## src/rtl/srbq_pkg.sv

```systemverilog
package srbq_pkg;

    localparam int RING_SIZE  = 64;
    localparam int RING_AW    = $clog2(RING_SIZE);
    localparam int MEM_DEPTH  = 4 * (2 ** RING_AW);
    localparam int MEM_AW     = RING_AW + 2;

    localparam int ID_W       = 6;
    localparam int CNT_W      = 16;
    localparam int SC_W       = 7;
    localparam int G_W        = SC_W + 1;
    localparam int LEN_W      = 16;
    localparam int OFS_W      = 32;
    localparam int PROD_W     = G_W + LEN_W;
    localparam int CMD_W      = 2;
    localparam int CFG_IDX_W  = 2;
    localparam int CFG_DATA_W = 32;

    localparam logic [CMD_W-1:0] CMD_CLIENT_GET = 2'd0;
    localparam logic [CMD_W-1:0] CMD_CLIENT_PUT = 2'd1;
    localparam logic [CMD_W-1:0] CMD_SERVER_GET = 2'd2;
    localparam logic [CMD_W-1:0] CMD_SERVER_PUT = 2'd3;

    localparam logic [1:0] RING_RECV_AVAIL = 2'd0;
    localparam logic [1:0] RING_SEND_AVAIL = 2'd1;
    localparam logic [1:0] RING_RECV_USED  = 2'd2;
    localparam logic [1:0] RING_SEND_USED  = 2'd3;

    localparam logic [CFG_IDX_W-1:0] CFG_DATA_START = 2'd0;
    localparam logic [CFG_IDX_W-1:0] CFG_SLOT_BYTES = 2'd1;
    localparam logic [CFG_IDX_W-1:0] CFG_RECV_COUNT = 2'd2;
    localparam logic [CFG_IDX_W-1:0] CFG_SEND_COUNT = 2'd3;

    localparam logic [OFS_W-1:0] RST_DATA_START = 32'd32768;
    localparam logic [LEN_W-1:0] RST_SLOT_BYTES = 16'd5120;
    localparam logic [SC_W-1:0]  RST_RECV_COUNT = 7'd64;
    localparam logic [SC_W-1:0]  RST_SEND_COUNT = 7'd64;

    typedef struct packed {
        logic                  we;
        logic [CFG_IDX_W-1:0]  idx;
        logic [CFG_DATA_W-1:0] data;
    } t_cfg_wr;

    typedef struct packed {
        logic            vld;
        logic            ok;
        logic            found;
        logic            use_mem;
        logic            sel;
        logic [ID_W-1:0] id_pre;
    } t_lookup;

    function automatic logic [ID_W-1:0] slot_to_id(input logic [RING_AW-1:0] slot);
        return ID_W'(slot);
    endfunction

    function automatic logic [RING_AW-1:0] slot_inc(input logic [RING_AW-1:0] slot,
                                                   input logic wrap);
        logic [RING_AW-1:0] res;
        if (wrap || slot == RING_AW'(RING_SIZE - 1)) begin
            res = '0;
        end else begin
            res = slot + 1'b1;
        end
        return res;
    endfunction

    function automatic logic [SC_W-1:0] laid(input logic [SC_W-1:0] cnt);
        return (int'(cnt) < RING_SIZE) ? cnt : SC_W'(RING_SIZE);
    endfunction

endpackage

```

## src/rtl/srbq_in_if.sv

```systemverilog
interface srbq_in_if;
    logic                        valid;
    logic                        ready;
    logic [srbq_pkg::CMD_W-1:0]  cmd;
    logic                        queue_sel;
    logic [srbq_pkg::ID_W-1:0]   desc_id;

    modport source (output valid, cmd, queue_sel, desc_id, input ready);
    modport sink   (input valid, cmd, queue_sel, desc_id, output ready);
endinterface

```

## src/rtl/srbq_out_if.sv

```systemverilog
interface srbq_out_if;
    logic                        valid;
    logic                        ready;
    logic                        ok;
    logic [srbq_pkg::ID_W-1:0]   got_id;
    logic [srbq_pkg::OFS_W-1:0]  buf_offset;
    logic [srbq_pkg::LEN_W-1:0]  buf_len;

    modport source (output valid, ok, got_id, buf_offset, buf_len, input ready);
    modport sink   (input valid, ok, got_id, buf_offset, buf_len, output ready);
endinterface

```

## src/rtl/split_ring_buffer_queue_pair.sv

```systemverilog
// Receive and send split-ring descriptor queues. All four rings (receive and
// send, available and used) share one synchronous RAM, at most one access per
// command. A command passes three register stages: the ring read at
// acceptance, the descriptor index times buffer size product, and the offset
// add into the output register, from which its result word is shown. One
// command is in flight at a time, so the input takes no new word until the
// result leaves the product stage, and it waits for as long as a finished
// result is held back there. The output register lets the next command enter
// while the previous result still waits. Configuration writes take effect at
// once and belong to idle periods; a send_count write also restarts the count
// of fresh send descriptors.
module split_ring_buffer_queue_pair (
    input  logic                                i_clk,
    input  logic                                i_rst_n,
    srbq_in_if.sink                             i_in,
    srbq_out_if.source                          o_out,
    input  logic                                i_cfg_we,
    input  logic [srbq_pkg::CFG_IDX_W-1:0]      i_cfg_idx,
    input  logic [srbq_pkg::CFG_DATA_W-1:0]     i_cfg_data
);

    srbq_pkg::t_cfg_wr            cfg;
    srbq_pkg::t_lookup            lk;
    logic                         done;
    logic                         mem_we;
    logic                         mem_re;
    logic [srbq_pkg::MEM_AW-1:0]  mem_waddr;
    logic [srbq_pkg::MEM_AW-1:0]  mem_raddr;
    logic [srbq_pkg::ID_W-1:0]    mem_wdata;
    logic [srbq_pkg::ID_W-1:0]    mem_rdata;

    assign cfg.we   = i_cfg_we;
    assign cfg.idx  = i_cfg_idx;
    assign cfg.data = i_cfg_data;

    srbq_ctrl u_ctrl (
        .i_clk       (i_clk),
        .i_rst_n     (i_rst_n),
        .i_in        (i_in),
        .i_cfg       (cfg),
        .i_done      (done),
        .o_mem_we    (mem_we),
        .o_mem_re    (mem_re),
        .o_mem_waddr (mem_waddr),
        .o_mem_raddr (mem_raddr),
        .o_mem_wdata (mem_wdata),
        .o_lk        (lk)
    );

    srbq_ram #(
        .WIDTH (srbq_pkg::ID_W),
        .DEPTH (srbq_pkg::MEM_DEPTH)
    ) u_ram (
        .i_clk   (i_clk),
        .i_we    (mem_we),
        .i_waddr (mem_waddr),
        .i_wdata (mem_wdata),
        .i_re    (mem_re),
        .i_raddr (mem_raddr),
        .o_rdata (mem_rdata)
    );

    srbq_desc u_desc (
        .i_clk   (i_clk),
        .i_rst_n (i_rst_n),
        .i_cfg   (cfg),
        .i_lk    (lk),
        .i_rdata (mem_rdata),
        .o_done  (done),
        .o_out   (o_out)
    );

endmodule

```

## src/rtl/srbq_ram.sv

```systemverilog
module srbq_ram #(
    parameter int WIDTH = 8,
    parameter int DEPTH = 64
) (
    input  logic                     i_clk,
    input  logic                     i_we,
    input  logic [$clog2(DEPTH)-1:0] i_waddr,
    input  logic [WIDTH-1:0]         i_wdata,
    input  logic                     i_re,
    input  logic [$clog2(DEPTH)-1:0] i_raddr,
    output logic [WIDTH-1:0]         o_rdata
);

    logic [WIDTH-1:0] r_mem [DEPTH];
    logic [WIDTH-1:0] r_rdata;

    always_ff @(posedge i_clk) begin
        if (i_we) begin
            r_mem[i_waddr] <= i_wdata;
        end
        if (i_re) begin
            r_rdata <= r_mem[i_raddr];
        end
    end

    assign o_rdata = r_rdata;

endmodule

```

## src/rtl/srbq_ctrl.sv

```systemverilog
module srbq_ctrl (
    input  logic                              i_clk,
    input  logic                              i_rst_n,
    srbq_in_if.sink                           i_in,
    input  srbq_pkg::t_cfg_wr                 i_cfg,
    input  logic                              i_done,
    output logic                              o_mem_we,
    output logic                              o_mem_re,
    output logic [srbq_pkg::MEM_AW-1:0]       o_mem_waddr,
    output logic [srbq_pkg::MEM_AW-1:0]       o_mem_raddr,
    output logic [srbq_pkg::ID_W-1:0]         o_mem_wdata,
    output srbq_pkg::t_lookup                 o_lk
);

    logic [srbq_pkg::CNT_W-1:0]   r_cnt      [4];
    logic [srbq_pkg::RING_AW-1:0] r_cnt_slot [4];
    logic [srbq_pkg::CNT_W-1:0]   r_pos      [4];
    logic [srbq_pkg::RING_AW-1:0] r_pos_slot [4];
    logic [srbq_pkg::RING_SIZE-1:0] r_written;
    logic [srbq_pkg::SC_W-1:0]    r_fresh_head;
    logic [srbq_pkg::RING_AW-1:0] r_fresh_slot;
    logic [srbq_pkg::SC_W-1:0]    r_fresh_left;
    logic                         r_busy;
    srbq_pkg::t_lookup            r_lk;
    srbq_pkg::t_lookup            n_lk;

    logic                         acc;
    logic                         is_push;
    logic                         is_used;
    logic [1:0]                   ring;
    logic                         fresh;
    logic                         do_pop;
    logic [srbq_pkg::RING_AW-1:0] pos_slot;
    logic [srbq_pkg::RING_AW-1:0] cnt_slot;

    assign i_in.ready = i_rst_n && !r_busy;
    assign acc        = i_in.valid && i_in.ready;

    assign is_push  = (i_in.cmd == srbq_pkg::CMD_CLIENT_PUT) ||
                      (i_in.cmd == srbq_pkg::CMD_SERVER_PUT);
    assign is_used  = (i_in.cmd == srbq_pkg::CMD_CLIENT_GET) ||
                      (i_in.cmd == srbq_pkg::CMD_SERVER_PUT);
    assign ring     = {is_used, i_in.queue_sel};
    assign pos_slot = r_pos_slot[ring];
    assign cnt_slot = r_cnt_slot[ring];
    assign fresh    = (i_in.cmd == srbq_pkg::CMD_CLIENT_GET) && i_in.queue_sel &&
                      (r_fresh_left != '0);
    assign do_pop   = !is_push && !fresh && (r_pos[ring] != r_cnt[ring]);

    assign o_mem_we    = acc && is_push;
    assign o_mem_waddr = {ring, cnt_slot};
    assign o_mem_wdata = i_in.desc_id;
    assign o_mem_re    = acc && do_pop;
    assign o_mem_raddr = {ring, pos_slot};

    always_comb begin
        n_lk.vld     = acc;
        n_lk.ok      = is_push || fresh || do_pop;
        n_lk.found   = fresh || do_pop;
        n_lk.use_mem = do_pop &&
                       !(ring == srbq_pkg::RING_RECV_AVAIL && !r_written[pos_slot]);
        n_lk.sel     = i_in.queue_sel;
        n_lk.id_pre  = fresh ? srbq_pkg::slot_to_id(r_fresh_slot)
                             : srbq_pkg::slot_to_id(pos_slot);
    end

    always_ff @(posedge i_clk) begin
        if (!i_rst_n) begin
            for (int k = 0; k < 4; k++) begin
                r_cnt[k]      <= (k == int'(srbq_pkg::RING_RECV_AVAIL)) ?
                                 srbq_pkg::CNT_W'(srbq_pkg::RING_SIZE) : '0;
                r_cnt_slot[k] <= '0;
                r_pos[k]      <= '0;
                r_pos_slot[k] <= '0;
            end
            r_written    <= '0;
            r_fresh_head <= '0;
            r_fresh_slot <= '0;
            r_fresh_left <= srbq_pkg::RST_SEND_COUNT;
            r_busy       <= 1'b0;
            r_lk         <= '0;
        end else begin
            r_lk <= n_lk;
            if (acc) begin
                r_busy <= 1'b1;
            end else if (i_done) begin
                r_busy <= 1'b0;
            end
            if (acc && is_push) begin
                r_cnt[ring]      <= r_cnt[ring] + 1'b1;
                r_cnt_slot[ring] <= srbq_pkg::slot_inc(cnt_slot, &r_cnt[ring]);
                if (ring == srbq_pkg::RING_RECV_AVAIL) begin
                    r_written[cnt_slot] <= 1'b1;
                end
            end
            if (acc && do_pop) begin
                r_pos[ring]      <= r_pos[ring] + 1'b1;
                r_pos_slot[ring] <= srbq_pkg::slot_inc(pos_slot, &r_pos[ring]);
            end
            if (acc && fresh) begin
                r_fresh_head <= r_fresh_head + 1'b1;
                r_fresh_slot <= srbq_pkg::slot_inc(r_fresh_slot, &r_fresh_head);
            end
            if (i_cfg.we && i_cfg.idx == srbq_pkg::CFG_SEND_COUNT) begin
                r_fresh_left <= i_cfg.data[srbq_pkg::SC_W-1:0];
            end else if (acc && fresh) begin
                r_fresh_left <= r_fresh_left - 1'b1;
            end
        end
    end

    assign o_lk = r_lk;

endmodule

```

## src/rtl/srbq_desc.sv

```systemverilog
module srbq_desc (
    input  logic                          i_clk,
    input  logic                          i_rst_n,
    input  srbq_pkg::t_cfg_wr             i_cfg,
    input  srbq_pkg::t_lookup             i_lk,
    input  logic [srbq_pkg::ID_W-1:0]     i_rdata,
    output logic                          o_done,
    srbq_out_if.source                    o_out
);

    logic [srbq_pkg::OFS_W-1:0]  r_data_start;
    logic [srbq_pkg::LEN_W-1:0]  r_slot_bytes;
    logic [srbq_pkg::SC_W-1:0]   r_recv_count;
    logic [srbq_pkg::SC_W-1:0]   r_send_count;

    logic                        r_b_vld;
    logic                        r_b_ok;
    logic                        r_b_found;
    logic                        r_b_lay;
    logic [srbq_pkg::ID_W-1:0]   r_b_id;
    logic [srbq_pkg::PROD_W-1:0] r_b_prod;

    logic                        r_out_vld;
    logic                        r_out_ok;
    logic [srbq_pkg::ID_W-1:0]   r_out_id;
    logic [srbq_pkg::OFS_W-1:0]  r_out_ofs;
    logic [srbq_pkg::LEN_W-1:0]  r_out_len;

    logic [srbq_pkg::ID_W-1:0]   id;
    logic [srbq_pkg::SC_W-1:0]   lay_n;
    logic                        lay;
    logic [srbq_pkg::G_W-1:0]    g;
    logic [srbq_pkg::PROD_W-1:0] n_prod;
    logic [srbq_pkg::OFS_W-1:0]  sum;
    logic                        load;
    logic                        show;

    always_ff @(posedge i_clk) begin
        if (!i_rst_n) begin
            r_data_start <= srbq_pkg::RST_DATA_START;
            r_slot_bytes <= srbq_pkg::RST_SLOT_BYTES;
            r_recv_count <= srbq_pkg::RST_RECV_COUNT;
            r_send_count <= srbq_pkg::RST_SEND_COUNT;
        end else if (i_cfg.we) begin
            case (i_cfg.idx)
                srbq_pkg::CFG_DATA_START: r_data_start <= i_cfg.data;
                srbq_pkg::CFG_SLOT_BYTES: r_slot_bytes <= i_cfg.data[srbq_pkg::LEN_W-1:0];
                srbq_pkg::CFG_RECV_COUNT: r_recv_count <= i_cfg.data[srbq_pkg::SC_W-1:0];
                default:                  r_send_count <= i_cfg.data[srbq_pkg::SC_W-1:0];
            endcase
        end
    end

    assign id     = i_lk.use_mem ? i_rdata : i_lk.id_pre;
    assign lay_n  = i_lk.sel ? r_send_count : r_recv_count;
    assign lay    = ({1'b0, id} < lay_n) && (int'(id) < srbq_pkg::RING_SIZE);
    assign g      = i_lk.sel ? srbq_pkg::G_W'(srbq_pkg::laid(r_recv_count)) +
                               srbq_pkg::G_W'(id)
                             : srbq_pkg::G_W'(id);
    assign n_prod = srbq_pkg::PROD_W'(g) * srbq_pkg::PROD_W'(r_slot_bytes);

    assign load   = r_b_vld && (!r_out_vld || o_out.ready);
    assign o_done = load;
    assign sum    = r_data_start + srbq_pkg::OFS_W'(r_b_prod);
    assign show   = r_b_found && r_b_lay;

    always_ff @(posedge i_clk) begin
        if (!i_rst_n) begin
            r_b_vld <= 1'b0;
        end else if (i_lk.vld) begin
            r_b_vld <= 1'b1;
        end else if (load) begin
            r_b_vld <= 1'b0;
        end
    end

    always_ff @(posedge i_clk) begin
        if (i_lk.vld) begin
            r_b_ok    <= i_lk.ok;
            r_b_found <= i_lk.found;
            r_b_lay   <= lay;
            r_b_id    <= id;
            r_b_prod  <= n_prod;
        end
    end

    always_ff @(posedge i_clk) begin
        if (!i_rst_n) begin
            r_out_vld <= 1'b0;
        end else if (load) begin
            r_out_vld <= 1'b1;
        end else if (o_out.ready) begin
            r_out_vld <= 1'b0;
        end
    end

    always_ff @(posedge i_clk) begin
        if (load) begin
            r_out_ok  <= r_b_ok;
            r_out_id  <= r_b_found ? r_b_id : '0;
            r_out_ofs <= show ? sum : '0;
            r_out_len <= show ? r_slot_bytes : '0;
        end
    end

    assign o_out.valid      = r_out_vld;
    assign o_out.ok         = r_out_ok;
    assign o_out.got_id     = r_out_id;
    assign o_out.buf_offset = r_out_ofs;
    assign o_out.buf_len    = r_out_len;

endmodule

```

## src/flat_wrapper.sv

```systemverilog
// flat-port wrapper written by rule: the top's interface ports become plain ports
module split_ring_buffer_queue_pair_flat 
  (i_clk, i_rst_n, i_cfg_we, i_cfg_idx, i_cfg_data, i_in_valid, i_in_cmd, i_in_queue_sel, i_in_desc_id, i_in_ready, o_out_valid, o_out_ok, o_out_got_id, o_out_buf_offset, o_out_buf_len, o_out_ready);
  srbq_in_if i_in_i ();
  srbq_out_if o_out_i ();
  input  logic i_clk;
  input  logic i_rst_n;
  input  logic i_cfg_we;
  input  logic [srbq_pkg::CFG_IDX_W-1:0] i_cfg_idx;
  input  logic [srbq_pkg::CFG_DATA_W-1:0] i_cfg_data;
  input wire logic [$bits(i_in_i.valid)-1:0] i_in_valid;
  input wire logic [$bits(i_in_i.cmd)-1:0] i_in_cmd;
  input wire logic [$bits(i_in_i.queue_sel)-1:0] i_in_queue_sel;
  input wire logic [$bits(i_in_i.desc_id)-1:0] i_in_desc_id;
  output wire logic [$bits(i_in_i.ready)-1:0] i_in_ready;
  output wire logic [$bits(o_out_i.valid)-1:0] o_out_valid;
  output wire logic [$bits(o_out_i.ok)-1:0] o_out_ok;
  output wire logic [$bits(o_out_i.got_id)-1:0] o_out_got_id;
  output wire logic [$bits(o_out_i.buf_offset)-1:0] o_out_buf_offset;
  output wire logic [$bits(o_out_i.buf_len)-1:0] o_out_buf_len;
  input wire logic [$bits(o_out_i.ready)-1:0] o_out_ready;
  assign i_in_i.valid = i_in_valid;
  assign i_in_i.cmd = i_in_cmd;
  assign i_in_i.queue_sel = i_in_queue_sel;
  assign i_in_i.desc_id = i_in_desc_id;
  assign i_in_ready = i_in_i.ready;
  assign o_out_valid = o_out_i.valid;
  assign o_out_ok = o_out_i.ok;
  assign o_out_got_id = o_out_i.got_id;
  assign o_out_buf_offset = o_out_i.buf_offset;
  assign o_out_buf_len = o_out_i.buf_len;
  assign o_out_i.ready = o_out_ready;
  split_ring_buffer_queue_pair u_core (.i_clk(i_clk), .i_rst_n(i_rst_n), .i_in(i_in_i), .o_out(o_out_i), .i_cfg_we(i_cfg_we), .i_cfg_idx(i_cfg_idx), .i_cfg_data(i_cfg_data));
endmodule
```

## config.mk

```make
export PLATFORM = sky130hd
export DESIGN_NAME = split_ring_buffer_queue_pair_flat
export DESIGN_NICKNAME = d
export VERILOG_FILES = /design/src/rtl/srbq_pkg.sv /design/src/rtl/srbq_in_if.sv /design/src/rtl/srbq_out_if.sv /design/src/rtl/split_ring_buffer_queue_pair.sv /design/src/rtl/srbq_ram.sv /design/src/rtl/srbq_ctrl.sv /design/src/rtl/srbq_desc.sv /design/src/flat_wrapper.sv
export SDC_FILE = /design/constraint.sdc
export NUM_CORES = 2
export LEC_CHECK = 0
export ABC_AREA = 1
export ABC_CLOCK_PERIOD_IN_PS = 7500
export CORE_UTILIZATION = 64
export CTS_CLUSTER_SIZE = 12
export DETAILED_ROUTE_END_ITERATION = 8
export DONT_BUFFER_PORTS = 1
export HOLD_SLACK_MARGIN = 0.15
export PLACE_DENSITY = 0.84
export RECOVER_POWER = 50
export SLEW_MARGIN = 20
export SYNTH_ARGS = -nofsm -noshare
export SYNTH_HDL_FRONTEND = slang
export SYNTH_HIERARCHICAL = 1
export SYNTH_SLANG_ARGS = --single-unit
```

## constraint.sdc

```tcl
create_clock -name i_clk -period 7.5 [get_ports i_clk]
set_input_delay 0.75 -clock i_clk [delete_from_list [all_inputs] [get_ports i_clk]]
set_output_delay 0.75 -clock i_clk [all_outputs]
set_load 0.005 [all_outputs]
```

==> impl_results.rst <==
.. list-table::
   :header-rows: 1

   * - Metric
     - Value
   * - Flip-flop cell with the highest count after synthesis
     - sky130_fd_sc_hd__edfxtp_1
   * - Kind of start point of the critical path
     - input pin
   * - Top cell type by total area after synthesis
     - sky130_fd_sc_hd__edfxtp_1
   * - Mean instance size in the synthesized netlist
     - 10.31 µm²
   * - Post-synth top area share
     - 61.12%
   * - Final Instance Count excl. Fillers
     - 10,320
   * - Max Cap Violations
     - 18
   * - Required time reported for the critical path endpoint
     - 8.15 ns
   * - Peak per-stage delay on the critical path
     - 2.50 ns
   * - Post-synth ARST share
     - 0%
   * - Simple-gate share of the synthesized area
     - 24.10%
   * - Number of remaining DRC errors
     - 0
   * - Main area contributors after synthesis
     - sky130_fd_sc_hd__edfxtp_1 61%, sky130_fd_sc_hd__nand2_1 10%, sky130_fd_sc_hd__nand3_1 9.7%
   * - Critical path's slowest cell
     - sky130_fd_sc_hd__clkbuf_1
   * - Antenna Violating Nets Remaining
     - 0
   * - Count of buffering cells on the critical path with inverters included
     - 4
   * - VDD IR max
     - 0.3065 mV
   * - Overflow left after global routing
     - 0
   * - Area fraction in compound gates after synthesis
     - 2.207%
   * - Total of buffers placed on input and output ports
     - 0
   * - First-iteration detailed-routing DRC count
     - 9,014
   * - Final worst path period share
     - 91.19%
   * - Placeable core area
     - 137,500 µm²
   * - Share of layout cells above drive strength 1
     - 4.142%
   * - Weighted congestion at the end of routability-driven global placement
     - 0.9409
   * - Vert. Die Dim
     - 374.3 µm
   * - Die outline width
     - 374.3 µm
   * - Synthesized netlist cell count
     - 8,603
   * - Data arrival at the endpoint of the critical path
     - 7.49 ns
   * - Final wirelength
     - 227,800 µm
   * - Fraction of synthesized area in multiplexers
     - 0%
   * - Number of global-route vias before repair
     - 62,900
   * - Critical path class
     - in -> reg
   * - Clock buffer count from CTS
     - 192
   * - Number of flip-flops and latches in the synthesized netlist
     - 1,966
   * - Worst hold slack after final layout
     - 0.2066 ns
   * - Post-synthesis net count
     - 8,827
   * - Number of iterations in the first detailed-routing pass
     - 7
   * - Final Hold Viols
     - 0
   * - Critical-path maximum fanout
     - 54
   * - Startpoint of the most critical hold path
     - i_cfg_idx[1]
   * - Post-Syn Area
     - 88,730 µm²
   * - Slew Limit Fails
     - 1,453
   * - Routed wire per std cell
     - 22.07 µm
   * - Post-synth EDFFs
     - 1,806
   * - Nature of the critical path endpoint
     - flop
   * - CTS H-Tree Depth
     - 4
   * - TNS Setup
     - 0 ns
   * - Start point of the critical path
     - i_in_cmd[1]
   * - Clock slew at reported path FFs
     - 0.06 ns
   * - Largest net degree at the start of global routing
     - 253
   * - Die area
     - 140,100 µm²
   * - Startpoint of the worst-slack reg-to-reg timing path
     - u_core/u_ctrl/o_lk[7]
   * - Num ports
     - 105
   * - Fmax achieved
     - 0.1462 GHz
   * - Floorplan row count
     - 136
   * - Slew HR
     - -294.1%
   * - Xor/xnor cell area share of the yosys netlist
     - 0.4837%
   * - Clk Latency, worst-skew pair
     - 0.84 ns
   * - Share of the yosys chip area belonging to registers
     - 64.73%
   * - Cell count after placement
     - 9,969
   * - Worst min path class
     - in -> reg
   * - Root Driver
     - sky130_fd_sc_hd__clkbuf_16
   * - Crit-path leading delay family
     - buffers and inverters
   * - Critical-path cell list
     - inv_1 -> ha_1 -> clkbuf_1 -> inv_1 -> a32oi_1 -> clkbuf_1 -> nand3_1 -> nand2_1 -> nand2_1 -> nand3_1 -> nand3_1 -> nand2_1
   * - Cell area power density
     - 257.5 nW/µm²
   * - Leakage power
     - 35.37 nW
   * - Wire length of the first global-routing pass
     - 347,200 µm
   * - Violations in the final reports
     - max-capacitance violations, max-slew violations
   * - Slew of the pin with the lowest slew margin
     - 5.911 ns
   * - Setup repair after global routing missed its margin
     - no
   * - Via total after detailed routing
     - 64,290
   * - Tot GR Track Use
     - 32.08%
   * - Result of the run
     - finished, violations left
   * - Slack of the worst reg-to-reg path
     - 1.10 ns
   * - Clock net sink count
     - 1,966
   * - CTS tree
     - done
   * - Final critical delay including setup and external delays
     - 6.839 ns
   * - Bufs on Longest Clock Path
     - 3
   * - Relative area change from synthesis to final layout
     - 6.980%
   * - Final Setup Violations
     - 0
   * - Initial core utilization
     - 64.53%
   * - Post-Synth Adder-Cell Area
     - 3.209%
   * - Synth unique cells
     - 54
   * - Combinational family with the most area after synthesis
     - simple AND/OR/NAND/NOR gates
   * - HPWL after detailed placement
     - 127,900 µm
   * - Initial antenna violation count
     - 2
   * - Number of synthesis warnings
     - 6
   * - Number of nets at the end of the flow
     - 8,646
   * - Max Clock Skew
     - 0.03457 ns
   * - Mean number of vias per cell
     - 6.229
## sequential cells by signal (all words and copies together), names as in the netlist, 24 cells and up
signal                          flops
u_core/u_ctrl/r_written            64
u_core/u_desc/o_out.buf_offset     32
u_core/u_ctrl/r_pos                64
u_core/u_ctrl/r_cnt                64
u_core/u_ram/r_mem               1536
u_core/u_ctrl/r_cnt_slot           24
u_core/u_desc/r_data_start         32
u_core/u_ctrl/r_pos_slot           24
u_core/u_desc/r_b_prod             24
## layer usage
metal | GRT usage, % | vias to the layer above | wire length [µm]
li1 | - | 28810 | -
met1 | 41.37 | 30400 | 81490
met2 | 51.89 | 4344 | 108000
met3 | 6.201 | 742 | 26330
met4 | 16.74 | 0 | 11970
met5 | 0 | - | 0
## cells by family (layout without fill, tap and decap cells)
logic type,Yosys count,after routing
simple gates,5030,5030
xor+xnor,49,49
buf+inv,1029,949
other cells,0,3
fa+ha+maj,176,176
flops,1966,1966
compound gates,353,353
## synthesized netlist by cell type (3+ instances only)
| library cell | n |
|---|---|
| sky130_fd_sc_hd__nand2_1 | 2452 |
| sky130_fd_sc_hd__edfxtp_1 | 1806 |
| sky130_fd_sc_hd__nand3_1 | 1719 |
| sky130_fd_sc_hd__nor2_1 | 742 |
| sky130_fd_sc_hd__inv_1 | 517 |
| sky130_fd_sc_hd__a21oi_1 | 187 |
| sky130_fd_sc_hd__buf_2 | 180 |
| sky130_fd_sc_hd__dfxtp_1 | 160 |
| sky130_fd_sc_hd__clkbuf_1 | 155 |
| sky130_fd_sc_hd__o21ai_0 | 120 |
| sky130_fd_sc_hd__buf_4 | 91 |
| sky130_fd_sc_hd__ha_1 | 90 |
| sky130_fd_sc_hd__fa_1 | 86 |
| sky130_fd_sc_hd__nand4_1 | 33 |
| sky130_fd_sc_hd__buf_6 | 31 |
| sky130_fd_sc_hd__buf_1 | 27 |
| sky130_fd_sc_hd__xor2_1 | 27 |
| sky130_fd_sc_hd__nor3_1 | 25 |
| sky130_fd_sc_hd__xnor2_1 | 22 |
| sky130_fd_sc_hd__inv_2 | 17 |
| sky130_fd_sc_hd__nor2_2 | 17 |
| sky130_fd_sc_hd__nor3_2 | 9 |
| sky130_fd_sc_hd__clkinv_1 | 8 |
| sky130_fd_sc_hd__a31oi_1 | 7 |
| sky130_fd_sc_hd__o211ai_1 | 6 |
| sky130_fd_sc_hd__o21ai_2 | 6 |
| sky130_fd_sc_hd__and2_1 | 5 |
| sky130_fd_sc_hd__o21bai_1 | 5 |
| sky130_fd_sc_hd__nand2_2 | 4 |
| sky130_fd_sc_hd__nand3_2 | 4 |
| sky130_fd_sc_hd__nor3b_1 | 4 |
| sky130_fd_sc_hd__or2_2 | 4 |
| sky130_fd_sc_hd__a21o_1 | 3 |
| sky130_fd_sc_hd__a32oi_2 | 3 |
| sky130_fd_sc_hd__nor2_4 | 3 |
| sky130_fd_sc_hd__o21a_1 | 3 |
## power breakdown
group	internal (mW)	switching, mW	leakage, nW
clock	4.86	3.91	2.67
sequential	12.1	0.0503	17.8
combinational	0.909	2.59	14.9
total	17.9	6.56	35.4
## path summary, 6_finish.rpt
kind,end,cells past startpoint
max,u_core/u_ram/o_rdata[5],12
min reg2reg,u_core/u_desc/r_b_found,0
max reg2reg,u_core/u_desc/r_b_prod[21],29
min,u_core/u_desc/r_slot_bytes[10],2
## repair_timing
action,in CTS,in global routing
gates resized for setup,0,0
hold endpoints to repair,1230,0
hold buffers,51,0
buffers inserted,0,0
setup endpoints to repair,0,0
## metrics by stage
step                cell area (µm²)  setup WS, ns  total power [mW]  util, %
finish                        94920        0.6608             24.45    69.04
global route                  94920        0.6129             25.17    69.04
CTS                           95240         1.231             24.38    69.27
detailed placement            89000         1.271             15.55    64.73
global placement              89000         1.269             15.45    64.73
floorplan                     88730         1.922             14.81        -
## placed cells by master, fill, tap and decap left out, types with 4 or more instances in the layout
cell / n
sky130_fd_sc_hd__nor3_2: 6
sky130_fd_sc_hd__clkinv_2: 8
sky130_fd_sc_hd__inv_1: 518
sky130_fd_sc_hd__and2_1: 4
sky130_fd_sc_hd__nor2_1: 745
sky130_fd_sc_hd__nand2_2: 13
sky130_fd_sc_hd__o211ai_1: 6
sky130_fd_sc_hd__inv_6: 7
sky130_fd_sc_hd__o21ai_0: 122
sky130_fd_sc_hd__inv_2: 11
sky130_fd_sc_hd__a31oi_1: 7
sky130_fd_sc_hd__clkbuf_1: 77
sky130_fd_sc_hd__fa_1: 86
sky130_fd_sc_hd__dfxtp_1: 160
sky130_fd_sc_hd__xor2_1: 27
sky130_fd_sc_hd__nor2_2: 17
sky130_fd_sc_hd__nand3_2: 4
sky130_fd_sc_hd__nand4_1: 33
sky130_fd_sc_hd__buf_12: 11
sky130_fd_sc_hd__nor3_1: 28
sky130_fd_sc_hd__nand3_1: 1719
sky130_fd_sc_hd__buf_4: 37
sky130_fd_sc_hd__or2_2: 4
sky130_fd_sc_hd__clkinv_1: 21
sky130_fd_sc_hd__xnor2_1: 22
sky130_fd_sc_hd__clkbuf_16: 194
sky130_fd_sc_hd__a21oi_1: 186
sky130_fd_sc_hd__ha_1: 90
sky130_fd_sc_hd__o21bai_1: 5
sky130_fd_sc_hd__clkbuf_8: 5
sky130_fd_sc_hd__nor3b_1: 4
sky130_fd_sc_hd__o21ai_2: 4
sky130_fd_sc_hd__dlygate4sd3_1: 38
sky130_fd_sc_hd__nand2_1: 2442
sky130_fd_sc_hd__edfxtp_1: 1806
## final cells by class
| class | count | area [µm²] |
|---|---|---|
| Sequential cell | 1966 | 57440 |
| Timing Repair Buffer | 110 | 1042 |
| Clock buffer | 257 | 5141 |
| Antenna cell | 3 | 7.507 |
| Clock inverter | 38 | 365.4 |
| Multi-Input combinational cell | 5608 | 26600 |
| Inverter | 544 | 2083 |
| Tap cell | 1794 | 2245 |
| Fill cell | 9249 | 42570 |
Note: power is estimated with default switching activity, not from simulation.
